[src/rtl/core/bps_pkg.sv]
// shared types and constants for the byte pattern search block
`default_nettype none

package bps_pkg;

  localparam int PATTERN_MAX = 8;
  localparam int MAX_MATCHES = 8;
  localparam int WINDOW_DEPTH = 8;
  localparam int QUEUE_DEPTH = 4;
  localparam int QUEUE_PTR_W = $clog2(QUEUE_DEPTH);
  localparam int QUEUE_CNT_W = $clog2(QUEUE_DEPTH + 1);

  localparam logic [15:0] POS_MAX = 16'hFFFF;
  localparam logic [3:0] LEN_LIMIT = 4'(PATTERN_MAX);
  localparam logic [3:0] MATCH_LIMIT = 4'(MAX_MATCHES);

  typedef enum logic [1:0] {
    CFG_PATTERN_BYTES  = 2'd0,
    CFG_PATTERN_LENGTH = 2'd1,
    CFG_START_POSITION = 2'd2
  } cfg_index_t;

  typedef enum logic {
    KIND_MATCH   = 1'b0,
    KIND_SUMMARY = 1'b1
  } result_kind_t;

  typedef struct packed {
    logic [7:0] data_byte;
    logic       last_byte;
  } byte_word_t;

  typedef struct packed {
    result_kind_t result_kind;
    logic [15:0]  head_position;
    logic [16:0]  end_position;
    logic [15:0]  segment_length;
    logic         segment_valid;
    logic [3:0]   match_total;
    logic         overflow_flag;
    logic         final_result;
  } result_word_t;

  typedef struct packed {
    logic         push_a;
    logic         push_b;
    result_word_t word_a;
    result_word_t word_b;
  } queue_push_t;

  typedef struct packed {
    logic [QUEUE_CNT_W-1:0] count;
    logic                   room;
  } queue_status_t;

endpackage

`default_nettype wire

[src/rtl/core/byte_pattern_search.sv]
// top level of the byte pattern search: input register, search engine, result queue
//
//   channel  | direction | handshake                 | word
//   ---------+-----------+---------------------------+-----------------------------
//   byte     | in        | byte_valid / byte_stall   | byte_word (data_byte, last_byte)
//   result   | out       | result_valid/result_stall | result_word (match or summary)
//   cfg      | in        | cfg_write                 | cfg_index, cfg_data
//
// one byte per cycle while byte_stall is low; a byte enters the input register,
// and once the queue has room the engine compares the whole window and pushes
// zero, one or two results into a four-word queue. result_valid is driven from
// the registered queue count, so it rises once a pushed word has been written.
// a byte leaves the input register only while the queue has room for two words,
// so a stalled result side backs up into byte_stall when more than two words wait.
// synchronous reset clears the search state, the configuration and the queue.
`default_nettype none

module byte_pattern_search (
  input  wire logic                  clk,
  input  wire logic                  rst,
  input  wire logic                  cfg_write,
  input  wire logic [1:0]            cfg_index,
  input  wire logic [63:0]           cfg_data,
  input  wire logic                  byte_valid,
  output logic                       byte_stall,
  input  wire bps_pkg::byte_word_t   byte_word,
  output logic                       result_valid,
  input  wire logic                  result_stall,
  output bps_pkg::result_word_t      result_word
);

  bps_pkg::byte_word_t    in_reg;
  logic                   in_reg_valid;
  logic                   take;
  bps_pkg::queue_push_t   push;
  bps_pkg::queue_status_t status;

  assign take       = in_reg_valid && status.room;
  assign byte_stall = in_reg_valid && !status.room;

  always_ff @(posedge clk) begin
    if (rst) begin
      in_reg_valid <= 1'b0;
    end else if (!byte_stall) begin
      in_reg_valid <= byte_valid;
    end
  end

  always_ff @(posedge clk) begin
    if (byte_valid && !byte_stall) begin
      in_reg <= byte_word;
    end
  end

  bps_engine u_engine (
    .clk       (clk),
    .rst       (rst),
    .cfg_write (cfg_write),
    .cfg_index (cfg_index),
    .cfg_data  (cfg_data),
    .take      (take),
    .word      (in_reg),
    .push      (push)
  );

  bps_queue u_queue (
    .clk          (clk),
    .rst          (rst),
    .push         (push),
    .status       (status),
    .result_valid (result_valid),
    .result_stall (result_stall),
    .result_word  (result_word)
  );

  a_queue_bound: assert property (@(posedge clk) disable iff (rst)
    status.count <= bps_pkg::QUEUE_CNT_W'(bps_pkg::QUEUE_DEPTH))
    else $error("result queue overfilled");

  a_push_needs_take: assert property (@(posedge clk) disable iff (rst)
    (push.push_a || push.push_b) |-> take)
    else $error("result pushed without a byte taken");

  a_valid_tracks_count: assert property (@(posedge clk) disable iff (rst)
    result_valid == (status.count != '0))
    else $error("result_valid disagrees with queue fill");

  a_summary_closes: assert property (@(posedge clk) disable iff (rst)
    push.push_b |-> push.word_b.final_result && (!push.push_a || !push.word_a.final_result))
    else $error("summary not marked as the closing word");

endmodule

`default_nettype wire

[src/rtl/core/bps_engine.sv]
// search state, window compare and result formation for one byte
`default_nettype none

module bps_engine (
  input  wire logic               clk,
  input  wire logic               rst,
  input  wire logic               cfg_write,
  input  wire logic [1:0]         cfg_index,
  input  wire logic [63:0]        cfg_data,
  input  wire logic               take,
  input  wire bps_pkg::byte_word_t word,
  output bps_pkg::queue_push_t    push
);

  logic [63:0] pattern_bytes;
  logic [3:0]  pattern_length;
  logic [15:0] start_position;

  logic [7:0]  history_window [bps_pkg::WINDOW_DEPTH];
  logic [15:0] byte_position;
  logic [15:0] previous_head;
  logic [3:0]  match_counter;
  logic        overflow_seen;

  logic [7:0]  window_next [bps_pkg::WINDOW_DEPTH];
  logic [15:0] byte_position_next;
  logic [15:0] previous_head_next;
  logic [3:0]  match_counter_next;
  logic        overflow_seen_next;

  logic [3:0]  len;
  logic [15:0] idx;
  logic [16:0] idx_plus;
  logic [16:0] head_wide;
  logic [15:0] head;
  logic        window_hit;
  logic        hit;
  logic        seg_ok;
  logic [15:0] blen;
  logic        sum_segv;

  always_ff @(posedge clk) begin
    if (rst) begin
      pattern_bytes  <= '0;
      pattern_length <= 4'd1;
      start_position <= '0;
    end else if (cfg_write) begin
      unique case (cfg_index)
        bps_pkg::CFG_PATTERN_BYTES:  pattern_bytes  <= cfg_data;
        bps_pkg::CFG_PATTERN_LENGTH: pattern_length <= cfg_data[3:0];
        bps_pkg::CFG_START_POSITION: start_position <= cfg_data[15:0];
        default: ;
      endcase
    end
  end

  always_comb begin
    len = (pattern_length > bps_pkg::LEN_LIMIT) ? bps_pkg::LEN_LIMIT : pattern_length;

    window_next[0] = word.data_byte;
    for (int j = 1; j < bps_pkg::WINDOW_DEPTH; j++) begin
      window_next[j] = history_window[j-1];
    end

    if (byte_position == bps_pkg::POS_MAX) begin
      overflow_seen_next = 1'b1;
      idx                = bps_pkg::POS_MAX;
      byte_position_next = byte_position;
    end else begin
      overflow_seen_next = overflow_seen;
      idx                = byte_position;
      byte_position_next = byte_position + 16'd1;
    end

    idx_plus  = {1'b0, idx} + 17'd1;
    head_wide = idx_plus - {13'd0, len};
    head      = head_wide[15:0];

    // pattern byte k sits len-1-k bytes back in the window
    window_hit = 1'b1;
    for (int k = 0; k < bps_pkg::PATTERN_MAX; k++) begin
      if (4'(k) < len) begin
        if (window_next[3'(len - 4'd1 - 4'(k))] != pattern_bytes[8*k +: 8]) begin
          window_hit = 1'b0;
        end
      end
    end

    hit = !overflow_seen_next && (len != 4'd0) && (idx_plus >= {13'd0, len}) &&
          (match_counter < bps_pkg::MATCH_LIMIT) && (head >= start_position) &&
          window_hit;

    seg_ok             = match_counter != 4'd0;
    match_counter_next = hit ? match_counter + 4'd1 : match_counter;
    previous_head_next = hit ? head : previous_head;

    blen     = overflow_seen_next ? bps_pkg::POS_MAX : byte_position_next;
    sum_segv = (match_counter_next != 4'd0) && (match_counter_next < bps_pkg::MATCH_LIMIT);

    push.push_a                = take && hit;
    push.word_a.result_kind    = bps_pkg::KIND_MATCH;
    push.word_a.head_position  = head;
    push.word_a.end_position   = idx_plus;
    push.word_a.segment_length = seg_ok ? head - previous_head : 16'd0;
    push.word_a.segment_valid  = seg_ok;
    push.word_a.match_total    = match_counter_next;
    push.word_a.overflow_flag  = overflow_seen_next;
    push.word_a.final_result   = !word.last_byte;

    push.push_b                = take && word.last_byte;
    push.word_b.result_kind    = bps_pkg::KIND_SUMMARY;
    push.word_b.head_position  = '0;
    push.word_b.end_position   = '0;
    push.word_b.segment_length = (sum_segv && blen >= previous_head_next) ?
                                 blen - previous_head_next : 16'd0;
    push.word_b.segment_valid  = sum_segv;
    push.word_b.match_total    = match_counter_next;
    push.word_b.overflow_flag  = overflow_seen_next;
    push.word_b.final_result   = 1'b1;
  end

  always_ff @(posedge clk) begin
    if (rst || (take && word.last_byte)) begin
      for (int j = 0; j < bps_pkg::WINDOW_DEPTH; j++) begin
        history_window[j] <= '0;
      end
      byte_position <= '0;
      previous_head <= '0;
      match_counter <= '0;
      overflow_seen <= 1'b0;
    end else if (take) begin
      history_window <= window_next;
      byte_position  <= byte_position_next;
      previous_head  <= previous_head_next;
      match_counter  <= match_counter_next;
      overflow_seen  <= overflow_seen_next;
    end
  end

endmodule

`default_nettype wire

[src/rtl/core/bps_queue.sv]
// small result queue taking up to two words per cycle and giving one per cycle while result_stall is low
`default_nettype none

module bps_queue (
  input  wire logic                  clk,
  input  wire logic                  rst,
  input  wire bps_pkg::queue_push_t  push,
  output bps_pkg::queue_status_t     status,
  output logic                       result_valid,
  input  wire logic                  result_stall,
  output bps_pkg::result_word_t      result_word
);

  bps_pkg::result_word_t entries [bps_pkg::QUEUE_DEPTH];

  logic [bps_pkg::QUEUE_PTR_W-1:0] rd_ptr;
  logic [bps_pkg::QUEUE_PTR_W-1:0] wr_ptr;
  logic [bps_pkg::QUEUE_CNT_W-1:0] count;
  logic [bps_pkg::QUEUE_CNT_W-1:0] count_next;
  logic [bps_pkg::QUEUE_PTR_W-1:0] wr_ptr_b;
  logic                            pop;

  always_comb begin
    pop        = result_valid && !result_stall;
    wr_ptr_b   = wr_ptr + bps_pkg::QUEUE_PTR_W'(push.push_a);
    count_next = count + bps_pkg::QUEUE_CNT_W'(push.push_a)
                       + bps_pkg::QUEUE_CNT_W'(push.push_b)
                       - bps_pkg::QUEUE_CNT_W'(pop);
    result_valid = count != '0;
    result_word  = entries[rd_ptr];
    status.count = count;
    status.room  = count <= bps_pkg::QUEUE_CNT_W'(bps_pkg::QUEUE_DEPTH - 2);
  end

  always_ff @(posedge clk) begin
    if (rst) begin
      rd_ptr <= '0;
      wr_ptr <= '0;
      count  <= '0;
    end else begin
      if (pop) begin
        rd_ptr <= rd_ptr + bps_pkg::QUEUE_PTR_W'(1);
      end
      wr_ptr <= wr_ptr_b + bps_pkg::QUEUE_PTR_W'(push.push_b);
      count  <= count_next;
    end
  end

  always_ff @(posedge clk) begin
    if (push.push_a) begin
      entries[wr_ptr] <= push.word_a;
    end
    if (push.push_b) begin
      entries[wr_ptr_b] <= push.word_b;
    end
  end

endmodule

`default_nettype wire
[config.mk]
export PLATFORM = sky130hd
export DESIGN_NAME = byte_pattern_search
export DESIGN_NICKNAME = d
export VERILOG_FILES = /design/src/rtl/core/bps_pkg.sv /design/src/rtl/core/byte_pattern_search.sv /design/src/rtl/core/bps_engine.sv /design/src/rtl/core/bps_queue.sv
export SDC_FILE = /design/constraint.sdc
export NUM_CORES = 1
export LEC_CHECK = 0
export ABC_AREA = 0
export BUFFER_PORTS_ARGS = -buffer_cell sky130_fd_sc_hd__buf_2
export CORE_AREA = 2 2 266 268
export DETAILED_ROUTE_END_ITERATION = 8
export DIE_AREA = 0 0 268 270
export PLACE_DENSITY_LB_ADDON = 0.1
export SETUP_SLACK_MARGIN = 0.02
export SLEW_MARGIN = 10
export SYNTH_ARGS = -nofsm -noshare
export SYNTH_HDL_FRONTEND = slang
export SYNTH_SLANG_ARGS = --single-unit
export TNS_END_PERCENT = 1
[constraint.sdc]
create_clock -name clk -period 8.17 [get_ports clk]
set_clock_uncertainty 0.2 [all_clocks]
set_input_delay 0.4085 -clock clk [delete_from_list [all_inputs] [get_ports clk]]
set_output_delay 0.4085 -clock clk [all_outputs]
set_load 0.05 [all_outputs]
==> impl_metrics.json, run 1 <==
{
  "grt_pass1_vias": 20000,
  "end_kind": "flop",
  "ir_worst_vdd_uv": 143,
  "synth_top_family_by_area": "multiplexers",
  "synthXorXnorAreaFrac_pct": 5.79,
  "critPathLaunchType": "flop",
  "die_area_mm2": 0.0724,
  "post_drt_wl_per_cell_um": 21.7,
  "synth_warnings": 0,
  "place_area_mm2": 0.0260,
  "regMostFlops": "u_queue.entries",
  "drc_errors": 0,
  "post_layout_nonfiller_instances": 3764,
  "synth_fa_ha_area_share_pct": 3.49,
  "slew_viol_final": 0,
  "crit_type": "flop to flop",
  "drive_gt1_share_pct": 17.1,
  "synth_flop_cell": "dfxtp_1",
  "worstMarginPinSlew_ns": 1.15,
  "port_buffers": 138,
  "grt_overflow": 0,
  "critPathMaxFanout": 6,
  "synth.net_count": 2734,
  "multiInputGateArea_mm2": 0.0136,
  "dp_hpwl_mm": 57.9,
  "synth-edff-count": 97,
  "fp.dieW_um": 268,
  "final_area_mm2": 0.0285,
  "grt_antenna_before_repair": 0,
  "start_util_pct": 34.6,
  "p_per_area_mw_per_mm2": 230,
  "rsz0062_at_grt": "no",
  "cts_buffer_depth": 3,
  "placed_cells": 3590,
  "finalSetupViolCount": 0,
  "arrival_ns": 7.92,
  "n_fill_cell": 6852,
  "largest_reg_flops": 228,
  "cts_htree_levels": 2,
  "cp_common_cell": "a21o_1",
  "slowest_delay_ns": 0.39,
  "hold_slack_ns": 0.0151,
  "finalHoldViolCount": 0,
  "fin_util_pct": 41.0,
  "ff_latch_area_mm2": 0.00947,
  "netlist_area_mm2": 0.0240,
  "synth-seq-area-share_pct": 39.4,
  "finalWirelength_mm": 81.8,
  "syn-mean-instance-area_um2": 9.28,
  "num_vias": 20300,
  "grt_pass1_wl_mm": 125,
  "top_regs": "u_queue.entries: 228 flops, u_engine.pattern_bytes: 64 flops, u_engine.history_window: 56 flops",
  "numClockSinks": 424,
  "cap_viol_max_count": 0,
  "synthCells": 2590,
  "synth.area.top_cells": "dfxtp_1 (27%), edfxtp_1 (12%), mux2i_1 (8.6%), mux4_2 (8.1%), nand2_1 (5.7%)",
  "relSlewSlack_pct": 22.5,
  "cts_root_buf": "clkbuf_16",
  "insertion_delay_ns": 0.62,
  "synthSimpleGateAreaFrac_pct": 16.0,
  "required_ns": 8.33,
  "hp-class": "input port to flop",
  "drt_iter0_drc": 1574,
  "drt-pass1-iter-count": 5,
  "fin_crit_sh_pct": 95.0,
  "tns_ns": 0,
  "areaGrowthSynthToFinish_pct": 18.7,
  "synthArstFlopShare_pct": 0,
  "synth-compound-area-share_pct": 13.5,
  "fmax_mhz": 129,
  "path_clk_slew_ns": 0.06,
  "drtAntennaViolNets": 0,
  "yosysUniqueCellTypes": 82,
  "rows": 97,
  "nNetsFinal": 2928,
  "core_area_mm2": 0.0695,
  "power_leakage_nw": 10.5,
  "viasPerCell": 5.38,
  "outcome": "completed",
  "gp_congestion": 0.932,
  "synth-seq-cells": 424,
  "die_y_um": 270,
  "yosys.area.top_type": "dfxtp_1",
  "io-pin-count": 139,
  "fin_crit_ns": 7.76,
  "grt_max_degree": 94,
  "cts_buffers": 50,
  "antenna_cells": 0,
  "grt_usage_pct": 22.4,
  "cts_tree": "yes",
  "synth_top_area_share_pct": 27.2,
  "worst_path_max_delay_cell": "a221o_1",
  "synthMuxAreaShare_pct": 17.1
}
==> per-stage QoR <==
step / worst slack (ns) / total power [W]
after floorplan: 0.0221 / 0.00368
after global placement: 0.210 / 0.00432
after detailed placement: 0.0565 / 0.00433
after CTS: 0.0349 / 0.00661
after global routing: 0.00773 / 0.00688
final: 0.410 / 0.00656
==> worst max-delay path, delay by kind of cell (launching register included) <==
| family | cells | cell delay, ns |
|---|---|---|
| buf+inv | 4 | 0.38 |
| fa+ha+maj | 7 | 1.85 |
| xor+xnor | 1 | 0.18 |
| simple gates | 9 | 1.22 |
| compound gates | 19 | 3.34 |
| flops | 1 | 0.33 |
==> worst paths after layout <==
path                                                                end  cells after the start                                     from  slack, ns
worst max-delay path                    u_queue.entries[3][9]$_DFFE_PP_                     40   u_engine.byte_position[0]$_SDFFE_PP0P_       0.41
worst min-delay path                                               flop                      4                             result_stall       0.02
worst max register to register          u_queue.entries[3][9]$_DFFE_PP_                     40   u_engine.byte_position[0]$_SDFFE_PP0P_       0.41
worst min register to register  u_engine.start_position[2]$_SDFFE_PP0P_                      2  u_engine.start_position[2]$_SDFFE_PP0P_       0.26
==> area by class of cell <==
| cell class | count | area share [%] |
|---|---|---|
| tap | 940 | 4.12 |
| inverter | 84 | 1.11 |
| multi-input combinational | 1901 | 47.8 |
| clock buffer | 73 | 5.01 |
| clock inverter | 19 | 0.759 |
| timing repair buffer | 323 | 8.04 |
| sequential | 424 | 33.2 |
==> power breakdown <==
part	internal (W)	switching (W)
Sequential	0.00222	0.0000921
Combinational	0.000727	0.00128
Clock	0.00129	0.000948
==> synthesized netlist by cell type (9+ instances only) <==
cell type,n
buf_6,9
nor3_1,27
xnor2_1,94
nor2_1,265
ha_1,59
buf_1,15
and2_1,16
a21oi_1,193
mux4_2,86
a31oi_1,13
xor2_1,63
edfxtp_1,97
a211oi_1,70
or3_1,22
o22ai_1,75
buf_2,35
o221ai_1,15
nand2_1,363
nand4_1,15
o21ai_0,48
o32ai_1,15
nand3_1,51
nor2b_1,16
clkbuf_1,115
dfxtp_1,327
a21o_1,14
nand2b_1,25
a221oi_1,10
inv_1,83
mux2i_1,207
==> cell usage in the layout (no fill, tap or decap), types with 9 or more instances in the layout <==
cell	instances
a211oi_1	69
a21o_1	14
a21oi_1	187
a221oi_1	9
a31oi_1	13
and2_1	16
buf_2	138
buf_4	108
clkbuf_1	15
clkbuf_16	51
dfxtp_1	320
dlygate4sd3_1	74
edfxtp_1	97
ha_1	56
inv_1	83
mux2i_1	207
mux4_2	86
nand2_1	363
nand2b_1	22
nand3_1	44
nand4_1	15
nor2_1	261
nor2b_1	15
nor3_1	25
o21ai_0	47
o221ai_1	15
o22ai_1	75
o32ai_1	15
or3_1	22
xnor2_1	94
xor2_1	62
==> timing repair <==
item | in CTS | in global routing
hold buffers | 74 | 0
gates resized for setup | 0 | 21
endpoints found under the hold margin | 94 | 0
setup endpoints to repair | 0 | 64
setup buffers | 0 | 7
==> layer usage <==
layer / share of wire, % / wire, um / global-route usage, % / up-vias
met5: 0 / 0 / 0 / -
met4: 3.8 / 3090 / 8.45 / 0
met3: 4.5 / 3660 / 2.87 / 146
met2: 50 / 40900 / 38.8 / 554
met1: 42 / 34200 / 28.3 / 9893
li1: - / - / - / 9673
==> logic make-up (layout without fill, tap and decap cells) <==
group | count (synthesis) | in the layout
mux | 302 | 302
xor+xnor | 158 | 158
buf+inv | 265 | 499
flops | 424 | 424
fa+ha+maj | 64 | 64
compound gates | 515 | 515
simple gates | 862 | 862
No activity file was read; power rests on OpenSTA's default activity.
==> run 2, diff against run 1 <==
--- a/config.mk
+++ b/config.mk
@@ -7,13 +7,14 @@
 export LEC_CHECK = 0
 export ABC_AREA = 0
 export BUFFER_PORTS_ARGS = -buffer_cell sky130_fd_sc_hd__buf_2
-export CORE_AREA = 2 2 266 268
+export CORE_AREA = 2 2 279 281
 export DETAILED_ROUTE_END_ITERATION = 8
-export DIE_AREA = 0 0 268 270
+export DIE_AREA = 0 0 281 283
 export PLACE_DENSITY_LB_ADDON = 0.1
 export SETUP_SLACK_MARGIN = 0.02
 export SLEW_MARGIN = 10
 export SYNTH_ARGS = -nofsm -noshare
 export SYNTH_HDL_FRONTEND = slang
+export SYNTH_HIERARCHICAL = 1
 export SYNTH_SLANG_ARGS = --single-unit
 export TNS_END_PERCENT = 1
==> constraint.sdc (replaced) <==
create_clock -name clk -period 9.79 [get_ports clk]
set_clock_uncertainty 0.2 [all_clocks]
set_input_delay 2.937 -clock clk [delete_from_list [all_inputs] [get_ports clk]]
set_output_delay 2.937 -clock clk [all_outputs]
set_load 0.05 [all_outputs]
==> impl_metrics.json, run 2 <==
{
  "outcome": "completed",
  "post_drt_wl_per_cell_um": 23.0,
  "layout_common_cells": "nand2_1 (249), edfxtp_1 (237), mux2i_1 (200)",
  "cts_buffers": 50,
  "grt_pass1_wl_mm": 126,
  "viasPerCell": 5.27,
  "syn-mean-instance-area_um2": 10.9,
  "post_cts_buffers": 0,
  "critPathMaxFanout": 17,
  "hold_slack_ns": 0.255,
  "finalHoldViolCount": 0,
  "start_util_pct": 34.6,
  "critPathLaunchType": "flop",
  "top_regs": "u_queue/entries: 228 flops, u_engine/pattern_bytes: 64 flops, u_engine/history_window: 56 flops",
  "drt-pass1-iter-count": 6,
  "gp_congestion": 0.878,
  "synth-seq-area-share_pct": 40.9,
  "fin_crit_sh_pct": 92.6,
  "post_layout_nonfiller_instances": 3600,
  "relSlewSlack_pct": 33.2,
  "postCtsHoldBufs": 0,
  "cts_tree": "yes",
  "die_area_mm2": 0.0795,
  "critical_path_buf_inv_count": 4,
  "synthArstFlopShare_pct": 0,
  "synthCells": 2439,
  "drc_errors": 0,
  "crit_type": "flop to flop",
  "grt_max_degree": 76,
  "layout_commonest_cell": "nand2_1",
  "fp.dieW_um": 281,
  "synth-edff-count": 237,
  "drive_gt1_share_pct": 24.7,
  "numClockSinks": 424,
  "grt_antenna_before_repair": 3,
  "cp_common_cell": "ha_1",
  "ir_worst_vdd_uv": 131,
  "port_buffers": 138,
  "grt_overflow": 0,
  "placed_cells": 3505,
  "cts_htree_levels": 2,
  "synthTopCellsByCount": "nand2_1 (249), edfxtp_1 (237), mux2i_1 (200), dfxtp_1 (187), mux2_2 (161)",
  "nNetsFinal": 2661,
  "required_ns": 9.92,
  "rows": 102,
  "synth.most_common_cell": "nand2_1",
  "slowest_delay_ns": 0.42,
  "n_fill_cell": 7583,
  "core_area_mm2": 0.0767,
  "num_vias": 19000,
  "power_w": 0.00573,
  "finalSetupViolCount": 0,
  "drt_iter0_drc": 1193,
  "synth.area.top_cells": "edfxtp_1 (27%), dfxtp_1 (14%), mux2i_1 (7.5%), mux2_2 (6.8%), mux4_2 (5.9%)",
  "synth_flop_cell": "edfxtp_1",
  "arrival_ns": 9.19,
  "die_y_um": 283,
  "fmax_mhz": 110,
  "cts_buffer_depth": 3,
  "power_leakage_nw": 11.2,
  "slew_viol_final": 0,
  "largest_reg_flops": 228,
  "hp-class": "flop to flop",
  "synth-seq-cells": 424,
  "worst_path_max_delay_cell": "dfxtp_1",
  "grt_pass1_vias": 19600,
  "path_clk_slew_ns": 0.06,
  "yosysUniqueCellTypes": 98,
  "cap_viol_max_count": 0,
  "cts_resized": 0,
  "place_area_mm2": 0.0281,
  "final_area_mm2": 0.0299,
  "synth_warnings": 6,
  "finalWirelength_mm": 82.7,
  "p_per_area_mw_per_mm2": 192,
  "netlist_area_mm2": 0.0265,
  "yosys.area.top_type": "edfxtp_1",
  "drtAntennaViolNets": 0,
  "end_kind": "flop",
  "io-pin-count": 139,
  "critPathTopFamily": "compound AO/OA/AOI/OAI gates",
  "cts_root_buf": "clkbuf_16",
  "regMostFlops": "u_queue/entries",
  "fin_crit_ns": 9.06,
  "rsz0062_at_grt": "no",
  "dp_hpwl_mm": 57.9,
  "areaGrowthSynthToFinish_pct": 12.7,
  "grt_usage_pct": 20.7,
  "synth_top_area_share_pct": 26.8,
  "insertion_delay_ns": 0.61,
  "worstMarginPinSlew_ns": 0.977
}
-- run 2: changes by cell type after synthesis, sizes merged, moves of 65 or more --
| cell | change |
|---|---|
| buf | +80 |
| nand2 | -116 |
| mux2 | +228 |
| o22ai | -65 |
| nor2 | -120 |
| dfxtp | -140 |
| edfxtp | +140 |
-- run 2: per-stage QoR --
stage | util (%) | worst slack [ns] | TNS, ns
final | 39.0 | 0.726 | 0
after global routing | 39.0 | 0.0712 | 0
after CTS | 38.9 | 0.315 | 0
after detailed placement | 36.7 | 0.418 | 0
after global placement | 36.7 | 0.583 | 0
after floorplan | - | -0.929 | -52.94
-- run 2: final cells by class --
| type | instances | area (um2) | share of cell area [%] |
|---|---|---|---|
| flip-flops and latches | 424 | 10900 | 36.4 |
| repair buffers | 203 | 1280 | 4.30 |
| diodes | 2 | 5.00 | 0.0167 |
| inverters | 73 | 274 | 0.917 |
| clock inverters | 18 | 185 | 0.620 |
| well taps | 1040 | 1300 | 4.35 |
| clock buffers | 75 | 1520 | 5.08 |
| multi-input cells | 1765 | 14400 | 48.3 |
-- run 2: cell families after synthesis --
group / synth area share, %
flops: 40.9
other cells: 0.0283
mux: 24.4
simple gates: 11.7
xor+xnor: 5.27
compound gates: 8.98
fa+ha+maj: 3.16
buf+inv: 5.61
-- run 2: path summary, 6_finish.rpt --
check | from | end | slack (ns) | cells past startpoint
setup / recovery | u_engine/byte_position[0]$_SDFFE_PP0P_ | u_queue/entries[3][10]$_DFFE_PP_ | 0.73 | 39
hold / removal | u_engine/start_position[7]$_SDFFE_PP0P_ | u_engine/start_position[7]$_SDFFE_PP0P_ | 0.25 | 2
hold reg to reg | u_engine/start_position[7]$_SDFFE_PP0P_ | u_engine/start_position[7]$_SDFFE_PP0P_ | 0.25 | 2
setup reg to reg | u_engine/byte_position[0]$_SDFFE_PP0P_ | u_queue/entries[3][10]$_DFFE_PP_ | 0.73 | 39
-- run 2: tightest hold or removal path, stage by stage (launching register included) --
cell     delay [ns]
dfxtp_1        0.31
nand2_1        0.05
a21oi_1        0.05
-- run 2: layer usage --
metal | share of wire [%] | routed length (um) | vias up | global-route usage (%)
li1 | - | - | 9052 | -
met1 | 42 | 34600 | 9395 | 25.4
met2 | 51 | 42400 | 418 | 37.2
met3 | 3.6 | 2960 | 116 | 2.61
met4 | 3.4 | 2770 | 0 | 6.91
met5 | 0 | 0 | - | 0
-- run 2: power breakdown --
group | leakage, nW | switching [W] | internal (W) | total (W)
combinational | 6.67 | 0.00108 | 0.000694 | 0.00177
clock | 0.824 | 0.000785 | 0.00113 | 0.00191
sequential | 3.68 | 0.0000715 | 0.00197 | 0.00205
total | 11.2 | 0.00193 | 0.00380 | 0.00573
